[src/rtl/gtra_ram.sv]
`timescale 1ns / 1ps
`default_nettype none
module gtra_ram #(
  parameter int WIDTH = 8,
  parameter int DEPTH = 16
) (
  input  wire logic                     clk,
  input  wire logic                     we,
  input  wire logic [$clog2(DEPTH)-1:0] addr,
  input  wire logic [WIDTH-1:0]         wdata,
  output logic      [WIDTH-1:0]         rdata
);

  logic [WIDTH-1:0] mem [DEPTH];
  logic [WIDTH-1:0] rdata_r;

  always_ff @(posedge clk) begin
    if (we) begin
      mem[addr] <= wdata;
    end
    rdata_r <= mem[addr];
  end

  assign rdata = rdata_r;

endmodule
`default_nettype wire

[config.mk]
export PLATFORM = sky130hd
export DESIGN_NAME = gtra_ram
export DESIGN_NICKNAME = d
export VERILOG_FILES = /design/src/rtl/gtra_ram.sv
export SDC_FILE = /design/constraint.sdc
export NUM_CORES = 1
export LEC_CHECK = 0
export BUFFER_PORTS_ARGS = -buffer_cell sky130_fd_sc_hd__buf_2
export CORE_ASPECT_RATIO = 0.6
export CORE_MARGIN = 3
export CORE_UTILIZATION = 40
export DETAILED_ROUTE_END_ITERATION = 7
export SLEW_MARGIN = 20
export SYNTH_ARGS = -nofsm -noshare
export SYNTH_HDL_FRONTEND = slang
export SYNTH_SLANG_ARGS = --single-unit
[constraint.sdc]
create_clock -name clk -period 3.32 [get_ports clk]
set_input_delay 0.498 -clock clk [delete_from_list [all_inputs] [get_ports clk]]
set_output_delay 0.498 -clock clk [all_outputs]
set_load 0.01 [all_outputs]
==> results.toml <==
[outcome]
status = "finished, final reports clean"

[drt]
drt_first_pass_iters = 4
vias = 2350
dr.first_iter.drc_count = 252
wl_per_cell_um = 22.66
viasPerCell = 5.188
routed_wl_mm = 10.26
drc = 0
antenna_left = 0

[logic_synthesis]
synth.avg_cell_area_um2 = 22.03
ys_seq_elements = 136
yosysUniqueCellTypes = 18
yosysSeqAreaShare_pct = 79.01
synth_cells = 230
synth_top_area_share_pct = 75.85
yosys_warnings = 0
synthTopCellsByArea = "edfxtp_1, mux4_2, dfxtp_1, a22oi_1, nor2_1"
syn_nets = 244
synth_top_area_cell = "edfxtp_1"
syn_area_um2 = 5067

[power]
powerDensity_nw_per_um2 = 637.9
power.leakage_nw = 1.959
total_power_w = 0.003811
ir_drop_mv = 0.3045

[clocking]
clock_latency_ns = 0.41
clk_pin_slew_ns = 0.05
post-cts-setup-buffers = 0
numCtsBuffers = 17
clock_sinks = 136
clk_path_buf_depth = 2
cts-root-buf = "clkbuf_16"
htree_levels = 4
cts-resized-gates = 0
cts_tree = "yes"
cts_hold_buffers = 0

[die]
die_w_um = 151.3
start_util_pct = 41.47
core_um2 = 12220
die_area_um2 = 14100
die_height_um = 93.19
io_pins = 22
rows = 31

[sta]
post-route-period-util_pct = 65.01
setup_viol = 0
tns_ns = 0
hold_viol = 0
whs_ns = 0.4748
relSlewSlack_pct = 36.97
fmax_mhz = 463.3
worst_slew_pin_slew_ns = 0.9455
rsz0062_at_grt = "false"
maxSlewViolCount = 0
min_period_ns = 2.158
skew_ns = 0.01229

[setup_path]
cp.required_ns = 3.35
path_max_fanout = 39
worstPathArrival_ns = 2.18
path_cells = "buf_2 > nand2b_1 > nor2_1"
cp-end-kind = "flop"
cp-start-kind = "input port"
rr_worst_depth = 3
crit_slowest_cell = "nor2_1"
criticalPathCategory = "input port to flop"
slowest_delay_ns = 0.73

[placed_design]
place_hpwl_mm = 6.536
placedCellCount = 421
io_buffer_count = 21
finalWeightedCongestion = 0.7324

[finish]
final_common_cell = "edfxtp_1"
diodes = 0
instances_no_fill = 453
fin_nets = 289
drive_above_1_share_pct = 33.68
final_cell_mix = "edfxtp_1, mux4_2, buf_2"
area_growth_syn_to_layout_pct = 17.90

[global_routing]
grt_pass1_vias = 2517
grt_usage_pct = 15.98
grt_pass1_wl_mm = 15.61
antenna_found_initial = 0
gr-total-overflow = 0
grt_start_max_net_pins = 40

[flow_run]
maxCapViolations = 0

[min_path]
hold_class = "input port to flop"
hold_depth = 1
## cells by family after synthesis
kind of cell | share of synthesized area [%]
AO/OA/AOI/OAI | 2.370
buffers and inverters | 1.185
multiplexers | 14.22
flip-flops | 79.01
AND/OR/NAND/NOR | 3.210
## synth_stat cells (all sizes together)
| master | instances |
|---|---|
| nand3 | 1 |
| or3b | 1 |
| buf | 8 |
| nor2b | 2 |
| mux4 | 32 |
| nand3b | 2 |
| and2 | 1 |
| a22oi | 16 |
| clkbuf | 3 |
| nand2 | 9 |
| dfxtp | 8 |
| nor3 | 4 |
| nand2b | 2 |
| nor2 | 13 |
| edfxtp | 128 |
## per-stage QoR
stage                     area (um2)  worst slack, ns  utilization (%)
after floorplan                 5067            1.329                -
after global placement          5439           0.8066            44.52
after detailed placement        5439           0.7685            44.52
after CTS                       5974            1.169            48.90
after global routing            5974            1.017            48.90
final                           5974            1.162            48.90
## state kept, by name, indices dropped and copies added, names as in the netlist
register / cells
mem: 128
rdata: 8
## cell type report
cell class                      instances  area [um2]
Clock buffer                           23       457.9
Sequential cell                       136        4004
Multi-Input combinational cell         83        1003
Tap cell                              165       206.4
Clock inverter                          9       77.57
Timing Repair Buffer                   37       225.2
Fill cell                            1003        6243
## metal layers
metal	wire, um	vias up	global-route usage (%)
met4	46	0	4.525
met1	4990	1223	25.38
met5	0	-	0
li1	-	1051	-
met2	4371	71	21.17
met3	855	5	4.843
## worst paths after layout
| check | slack (ns) | from | endpoint |
|---|---|---|---|
| setup / recovery | 1.16 | addr[1] | mem[2][0]$_DFFE_PP_ |
| hold / removal | 0.47 | wdata[6] | mem[13][6]$_DFFE_PP_ |
| setup reg to reg | 2.00 | mem[2][1]$_DFFE_PP_ | rdata[1]$_DFF_P_ |
| hold reg to reg | 0.67 | mem[12][3]$_DFFE_PP_ | rdata[3]$_DFF_P_ |
## critical path: cells and delay by family
| family | cells | cell delay [ns] |
|---|---|---|
| buf+inv | 1 | 0.70 |
| simple gates | 2 | 0.96 |
## where the power goes
part           internal (W)  switching [W]  total [W]  leakage [nW]
clock               0.00104       0.000658    0.00170         0.257
combinational     0.0000735       0.000107   0.000180         0.479
sequential          0.00192      0.0000109    0.00193          1.22
total               0.00304       0.000775    0.00381          1.96
(Power assumes the default switching activity.)
